**src/rtl/sfcc_pkg.sv**
```systemverilog
// shared types, codes and the crc-16/modbus byte fold for the sensor frame checker
// used by every module under rtl; no dependencies
package sfcc_pkg;

  localparam int unsigned FrameLen     = 14;
  localparam int unsigned CrcSpan      = 12;
  localparam logic [15:0] CrcInit      = 16'hFFFF;
  localparam logic [15:0] CrcPoly      = 16'hA001;
  localparam logic [15:0] TimeoutReset = 16'd2000;

  // byte positions inside the reply
  localparam logic [3:0] IdxReadLow  = 4'd4;
  localparam logic [3:0] IdxReadHigh = 4'd5;
  localparam logic [3:0] IdxCrcLow   = 4'(CrcSpan);
  localparam logic [3:0] IdxCrcHigh  = 4'(FrameLen - 1);

  // input beat kinds
  typedef enum logic [1:0] {
    FUNC_START = 2'd0,
    FUNC_BYTE  = 2'd1,
    FUNC_TICK  = 2'd2,
    FUNC_NONE  = 2'd3
  } func_t;

  // outcome codes
  typedef enum logic [1:0] {
    STATUS_OK      = 2'd0,
    STATUS_CRC_BAD = 2'd1,
    STATUS_TIMEOUT = 2'd2
  } status_t;

  // receiver state, one-hot
  typedef enum logic [1:0] {
    RX_IDLE = 2'b01,
    RX_BUSY = 2'b10
  } rx_state_t;

  // one result beat
  typedef struct packed {
    status_t     status;
    logic [15:0] co2_ppm;
    logic        reading_valid;
  } result_t;

  // fold one byte into a reflected crc-16 (poly 0xA001)
  function automatic logic [15:0] crc_fold(input logic [15:0] crc, input logic [7:0] b);
    logic [15:0] c;
    c = crc ^ {8'h00, b};
    for (int k = 0; k < 8; k++) begin
      c = c[0] ? ((c >> 1) ^ CrcPoly) : (c >> 1);
    end
    return c;
  endfunction

endpackage

```
**src/rtl/sfcc_frame_track.sv**
```systemverilog
// frame tracking: receive state, byte counter, running crc, reading capture,
// tick timeout and the timeout register; depends on sfcc_pkg
module sfcc_frame_track (
  input  logic                 clk,
  input  logic                 rst,
  input  logic                 in_fire,
  input  logic [1:0]           func,
  input  logic [7:0]           rx_byte,
  input  logic                 cfg_we,
  input  logic [15:0]          cfg_data,
  output logic                 res_vld,
  output sfcc_pkg::result_t    res
);

  sfcc_pkg::rx_state_t state, state_next;
  logic [3:0]  byte_count, byte_count_next;
  logic [15:0] crc_acc, crc_acc_next;
  logic [7:0]  reading_low, reading_high, crc_low_rx;
  logic [15:0] elapsed, elapsed_next;
  logic [15:0] co2_held;
  logic        valid_flag;
  logic [15:0] timeout_ticks;

  logic [15:0] elapsed_inc;
  logic        crc_match;
  logic        is_byte, is_tick, is_start, busy;
  logic        frame_done, timed_out;

  assign busy     = (state == sfcc_pkg::RX_BUSY);
  assign is_start = in_fire && (func == sfcc_pkg::FUNC_START);
  assign is_byte  = in_fire && busy && (func == sfcc_pkg::FUNC_BYTE);
  assign is_tick  = in_fire && busy && (func == sfcc_pkg::FUNC_TICK);

  // saturating tick count and compare against the limit
  assign elapsed_inc = (elapsed == 16'hFFFF) ? elapsed : elapsed + 16'd1;
  assign timed_out   = is_tick && (elapsed_inc >= timeout_ticks);

  // last byte closes the frame, crc carried little-endian
  assign frame_done = is_byte && (byte_count == sfcc_pkg::IdxCrcHigh);
  assign crc_match  = ({rx_byte, crc_low_rx} == crc_acc);

  // next-state logic
  always_comb begin
    state_next      = state;
    byte_count_next = byte_count;
    crc_acc_next    = crc_acc;
    elapsed_next    = elapsed;
    if (is_start) begin
      state_next      = sfcc_pkg::RX_BUSY;
      byte_count_next = '0;
      crc_acc_next    = sfcc_pkg::CrcInit;
      elapsed_next    = '0;
    end else if (is_byte) begin
      if (byte_count < sfcc_pkg::IdxCrcLow) begin
        crc_acc_next = sfcc_pkg::crc_fold(crc_acc, rx_byte);
      end
      if (frame_done) begin
        byte_count_next = '0;
        state_next      = sfcc_pkg::RX_IDLE;
      end else begin
        byte_count_next = byte_count + 4'd1;
      end
    end else if (is_tick) begin
      elapsed_next = elapsed_inc;
      if (timed_out) begin
        state_next = sfcc_pkg::RX_IDLE;
      end
    end
  end

  // control registers
  always_ff @(posedge clk) begin
    if (rst) begin
      state         <= sfcc_pkg::RX_IDLE;
      byte_count    <= '0;
      crc_acc       <= sfcc_pkg::CrcInit;
      elapsed       <= '0;
      valid_flag    <= 1'b0;
      co2_held      <= '0;
      timeout_ticks <= sfcc_pkg::TimeoutReset;
      reading_low   <= '0;
      reading_high  <= '0;
      crc_low_rx    <= '0;
    end else begin
      state      <= state_next;
      byte_count <= byte_count_next;
      crc_acc    <= crc_acc_next;
      elapsed    <= elapsed_next;
      if (cfg_we) begin
        timeout_ticks <= cfg_data;
      end
      if (frame_done) begin
        valid_flag <= crc_match;
        if (crc_match) begin
          co2_held <= {reading_high, reading_low};
        end
      end else if (timed_out) begin
        valid_flag <= 1'b0;
      end
      // capture the reading and the low crc byte
      if (is_byte) begin
        unique case (byte_count)
          sfcc_pkg::IdxReadLow:  reading_low  <= rx_byte;
          sfcc_pkg::IdxReadHigh: reading_high <= rx_byte;
          sfcc_pkg::IdxCrcLow:   crc_low_rx   <= rx_byte;
          default: ;
        endcase
      end
    end
  end

  // result of this beat
  always_comb begin
    res_vld = frame_done || timed_out;
    res     = '{status: sfcc_pkg::STATUS_TIMEOUT, co2_ppm: co2_held, reading_valid: 1'b0};
    if (frame_done) begin
      if (crc_match) begin
        res.status        = sfcc_pkg::STATUS_OK;
        res.co2_ppm       = {reading_high, reading_low};
        res.reading_valid = 1'b1;
      end else begin
        res.status = sfcc_pkg::STATUS_CRC_BAD;
      end
    end
  end

  // a result always ends the reception
  a_done_idle: assert property (@(posedge clk) disable iff (rst)
    res_vld |=> (state == sfcc_pkg::RX_IDLE))
    else $error("reception still running after a result");

  // a result only comes from a running reception
  a_res_busy: assert property (@(posedge clk) disable iff (rst)
    res_vld |-> busy && in_fire)
    else $error("result while idle");

  // the valid bit follows the outcome code
  a_res_flag: assert property (@(posedge clk) disable iff (rst)
    res_vld |-> (res.reading_valid == (res.status == sfcc_pkg::STATUS_OK)))
    else $error("valid bit disagrees with status");

  // the byte counter never runs past the frame
  a_count_range: assert property (@(posedge clk) disable iff (rst)
    byte_count <= sfcc_pkg::IdxCrcHigh)
    else $error("byte counter out of range");

endmodule

```
**config.mk**
```make
export PLATFORM = sky130hd
export DESIGN_NAME = sfcc_frame_track
export DESIGN_NICKNAME = d
export VERILOG_FILES = /design/src/rtl/sfcc_pkg.sv /design/src/rtl/sfcc_frame_track.sv
export SDC_FILE = /design/constraint.sdc
export NUM_CORES = 1
export LEC_CHECK = 0
export BUFFER_PORTS_ARGS = -buffer_cell sky130_fd_sc_hd__buf_2
export CAP_MARGIN = 25
export CORE_AREA = 4 4 144 146
export CTS_CLUSTER_DIAMETER = 60
export DETAILED_ROUTE_END_ITERATION = 6
export DIE_AREA = 0 0 148 150
export GPL_TIMING_DRIVEN = 0
export SLEW_MARGIN = 20
export SYNTH_ARGS = -nofsm -noshare
export SYNTH_HDL_FRONTEND = slang
export SYNTH_SLANG_ARGS = --single-unit
```
**constraint.sdc**
```tcl
create_clock -name clk -period 3.9 [get_ports clk]
set_input_delay 0.78 -clock clk [delete_from_list [all_inputs] [get_ports clk]]
set_output_delay 0.78 -clock clk [all_outputs]
set_load 0.02 [all_outputs]
```
==> results.md <==
Detailed routing:
- After detailed routing, the number of vias per cell comes to 4.18.
- For this block, the initial DRC count from the detailed router was 144.
- For this run, design rule violations remaining after detail routing come to 0.
- The detailed-router iteration count before antenna repair is 4.
- The routed layout has 3501 vias.
- The overall routed net length is 10.9 mm.
- The wire length per cell is approximately 13 um.
- Once detail routing completed, the nets flagged for antenna violations numbered 0.

Global route:
- The number of global-route vias before repair is 3419.
- The total overflow left after global routing is 0.
- Entering global routing, the biggest net connects 18 pins.
- The number of antenna violations at the first check in global routing was 1.
- The global-route wire length before repair is 17.5 mm.
- The all-layer global routing usage is 10.0%.

Synth:
- The yosys synthesis warning count is 0.
- The synthesized netlist occupies a cell area of 0.00460 mm^2.
- The flip-flop cell with the highest count after synthesis is sky130_fd_sc_hd__dfxtp_1.
- The share of synthesized area in the top cell type comes to 40.9%.
- The number of storage elements in the synthesis netlist is between 90 and 100.
- Counting instances in the post-synthesis netlist gives the leading cell types as sky130_fd_sc_hd__dfxtp_1, sky130_fd_sc_hd__nor2_1, sky130_fd_sc_hd__xnor2_1, sky130_fd_sc_hd__nand2_1, sky130_fd_sc_hd__mux2i_1.
- The number of synthesized flops with an enable pin is 0.
- In the post-synthesis netlist, the biggest area contributors are sky130_fd_sc_hd__dfxtp_1, sky130_fd_sc_hd__xnor2_1, sky130_fd_sc_hd__mux2i_1, sky130_fd_sc_hd__ha_1, sky130_fd_sc_hd__nor2_1.
- The synthesized area per cell is ~9.3 um^2.
- The post-synthesis net count is approximately 550.
- The gate count of the mapped netlist is 497.
- Yosys mapped the design onto 43 distinct sky130hd cell types.
- The share of the Yosys chip area taken by registers is approximately two fifths.
- The cell taking the most area after synthesis is sky130_fd_sc_hd__dfxtp_1.
- The cell with the most instances after synthesis is sky130_fd_sc_hd__dfxtp_1.
- The share of flip-flops with an asynchronous set or reset is 0%.

Power and ir drop:
- The sequential power share is between 40% and 50%.
- The design internal power is ~1.5 mW.
- Net switching is 25.0% of the power.
- For this design the total switching power over the nets is between 400 and 500 uW.
- For this design the static power due to leakage is 2.43 nW.
- The clock network accounts for 43.3% of the total power.
- In this run the power density over the cells is ~350 mW/mm^2.
- IR analysis of the VDD net gives a maximum drop of 0.194 mV.
- The proportion of power drawn by combinational gates is between 6 and 7%.

STA:
- The worst-case clock skew is 0.00734 ns.
- The worst pin sits at a relative slew slack of 48.1%.
- The final critical path time including I/O delays and setup is 3.89 ns.
- Setup repair after global routing could not meet its margin everywhere.
- In the finished design, the share of the clock period the worst path needs comes to between 90% and 100%.
- The fmax is 257 MHz.
- The final count of hold timing violations is 0.
- For the pin with the worst max-slew slack, the measured transition is 0.779 ns.
- The number of pins exceeding their max-slew limit in the final report was 0.
- The number of endpoints failing setup at the final stage is 0.
- Across all setup checks in the final design, the least slack found is 0.0137 ns.

Layout:
- The layout cell share with drive strength beyond 1 is 22.4%.
- The area of all placed cells without fillers is 0.00565 mm^2.
- The layout has 2075 filler cells.
- At the end of the flow, the number of nets in the layout was 617.
- The repair_antennas step left the layout with diodes totalling 0.
- The area growth from synthesis to layout is 22.8%.

Floorplan:
- The floorplan step set the die width to 148 um.
- For this configuration, the core starts out at a cell density of 23.7%.
- After floorplanning, the core was sized to cover 0.0194 mm^2.
- The number of rows created at floorplan is 51.
- From bottom edge to top edge, the die measures 150 um.
- The die covers between 0.02 and 0.025 mm^2.
- 50 I/O pins were placed.

Placement:
- The number of I/O port buffers is 48.
- The congestion estimate from routability-driven global placement came to 0.770.
- Once detailed placement completed, the half-perimeter wirelength came to 8.17 mm.
- OpenSTA, run right after detailed placement, puts the worst setup slack at -0.201 ns.
- Once placement finished, the instance area stood at slightly above 0.005 mm^2.

Worst setup path:
- The critical path goes through and3_4 -> nand4_4 -> or3_4 -> buf_6 -> mux2_4 -> ha_4 -> a21oi_2 -> o21ai_2 -> a221oi_2 -> nor3_1 -> o21ai_2 -> nand2_1 -> buf_6.
- STA puts the critical path data required time at 3.12 ns.
- The type of element launching the critical path is a register.
- The maximum fanout encountered on the critical timing path is 8.
- The start-to-end type of the worst setup path is reg2out.
- Data arrives at the worst endpoint at 3.11 ns.
- The sort of element at the end of the critical path is an output port.
- For this run, the slowest stage of the critical path takes 0.37 ns.
- On the critical path, the stage with the largest delay is an instance of sky130_fd_sc_hd__or3_4.

CTS:
- No sink is reached through more buffers than the 2 on the longest clock path.
- TritonCTS created 9 clock buffers.
- The CTS tree is built.
- The clock transition at the registers of the reported paths is 0.07 ns.
- CTS saw 94 sinks.
- CTS built an H-tree with a depth of 3.
- The cell chosen for the clock root is sky130_fd_sc_hd__clkbuf_16.
- Clock latency on the worst-skew pair, taken at its later pin, is 0.35 ns.

Min path:
- The type of the most critical hold path is reg2reg.

Run status:
- The run finished with clean final reports.

Job:
- The max-cap check violation count is 0.
kinds of logic (layout without fill, tap and decap cells):
family                     after synthesis  count (layout)  share of synthesized area [%]
DFF                                     94              94                           40.9
adders and majority gates               20              20                           5.44
AOI/OAI and AO/OA                       47              47                           6.71
buffers and inverters                   42             117                           3.94
xor gates and xnor gates                61              61                           11.6
muxes                                   55              55                           12.5
and+or+nand+nor                        178             178                           18.9
per-stage QoR:
| stage | util [%] | setup TNS, ns | hold WS [ns] | power [mW] | instances |
|---|---|---|---|---|---|
| 2_1_floorplan | - | 0 | 0.454 | 1.08 | 497 |
| 3_3_place_gp | 26.7 | -0.205 | 0.473 | 1.13 | 810 |
| 3_5_place_dp | 26.7 | -0.201 | 0.478 | 1.13 | 810 |
| 4_1_cts | 29.0 | 0 | 0.493 | 1.98 | 835 |
| 5_1_grt | 29.1 | -0.120 | 0.504 | 2.03 | 837 |
| 6_report | 29.1 | 0 | 0.493 | 1.95 | 837 |
cell type report:
cell class | count | area [um^2] | share of cell area [%]
plain buffers | 22 | 105 | 1.86
clock buffers | 9 | 225 | 3.99
clock inverters | 7 | 57.6 | 1.02
inverters | 19 | 71.3 | 1.26
multi-input cells | 361 | 2610 | 46.2
flip-flops and latches | 94 | 1910 | 33.8
well taps | 265 | 332 | 5.87
repair buffers | 60 | 337 | 5.96
metal layers:
| metal | wire, um | track usage, % | up-vias | part of all wire [%] |
|---|---|---|---|---|
| met1 | 5310 | 13.0 | 1617 | 49 |
| met3 | 388 | 2.27 | 12 | 3.6 |
| met4 | 150 | 3.65 | 2 | 1.4 |
| met2 | 5040 | 16.3 | 49 | 46 |
| li1 | - | - | 1821 | - |
| met5 | 13 | 0 | - | 0.12 |
critical path, delay by kind of cell (launching register included):
family / cells / cell delay (ns)
AND/OR/NAND/NOR: 5 / 0.88
AO/OA/AOI/OAI: 4 / 0.70
flip-flops: 1 / 0.33
multiplexers: 1 / 0.31
buffers and inverters: 2 / 0.30
adder cells (fa/ha/maj): 1 / 0.22
power groups by stage:
stage / Sequential, mW / Clock [mW] / Combinational (mW)
2_1_floorplan: 0.997 / 0 / 0.0817
3_3_place_gp: 0.998 / 0 / 0.131
3_5_place_dp: 0.999 / 0 / 0.131
4_1_cts: 0.973 / 0.870 / 0.136
5_1_grt: 0.973 / 0.904 / 0.150
6_report: 0.972 / 0.845 / 0.133
final timing paths:
check / end / cells past startpoint / start / slack, ns
max reg2reg: state[1] / 13 / elapsed[8] / 1.02
min reg2reg: state[1] / 1 / state[1] / 0.49
min: state[1] / 1 / state[1] / 0.49
max: res_vld / 13 / elapsed[8] / 0.01
layout by cell type, fill, tap and decap left out, drive strengths merged, types with 2 or more instances in the layout:
cell	count
a21oi	12
buf	67
clkbuf	24
nor3	5
clkinvlp	2
and2	18
and3	9
xor2	15
a31oi	3
clkinv	2
mux2	17
nand4	11
mux2i	38
nand3	17
a21o	6
dfxtp	94
and4	2
nand2b	3
o21ai	6
ha	20
or3	3
xnor2	46
nor2b	5
inv	22
o211ai	15
nor2	58
nand2	43
registers in the layout (all words and copies together), names as in the netlist:
name / count
byte_count: 4
co2_held: 16
crc_acc: 16
crc_low_rx: 8
elapsed: 16
reading_high: 8
reading_low: 8
state: 2
timeout_ticks: 16
repair_timing:
item / 4_1_cts / 5_1_grt
resized for setup: 35 / 2
pin swaps: 12 / 3
endpoints found under the hold margin: 0 / 0
setup endpoints to repair: 1 / 1
setup buffers: 10 / 2
hold buffers: 0 / 0
Note: power is estimated with default switching activity, not from simulation.
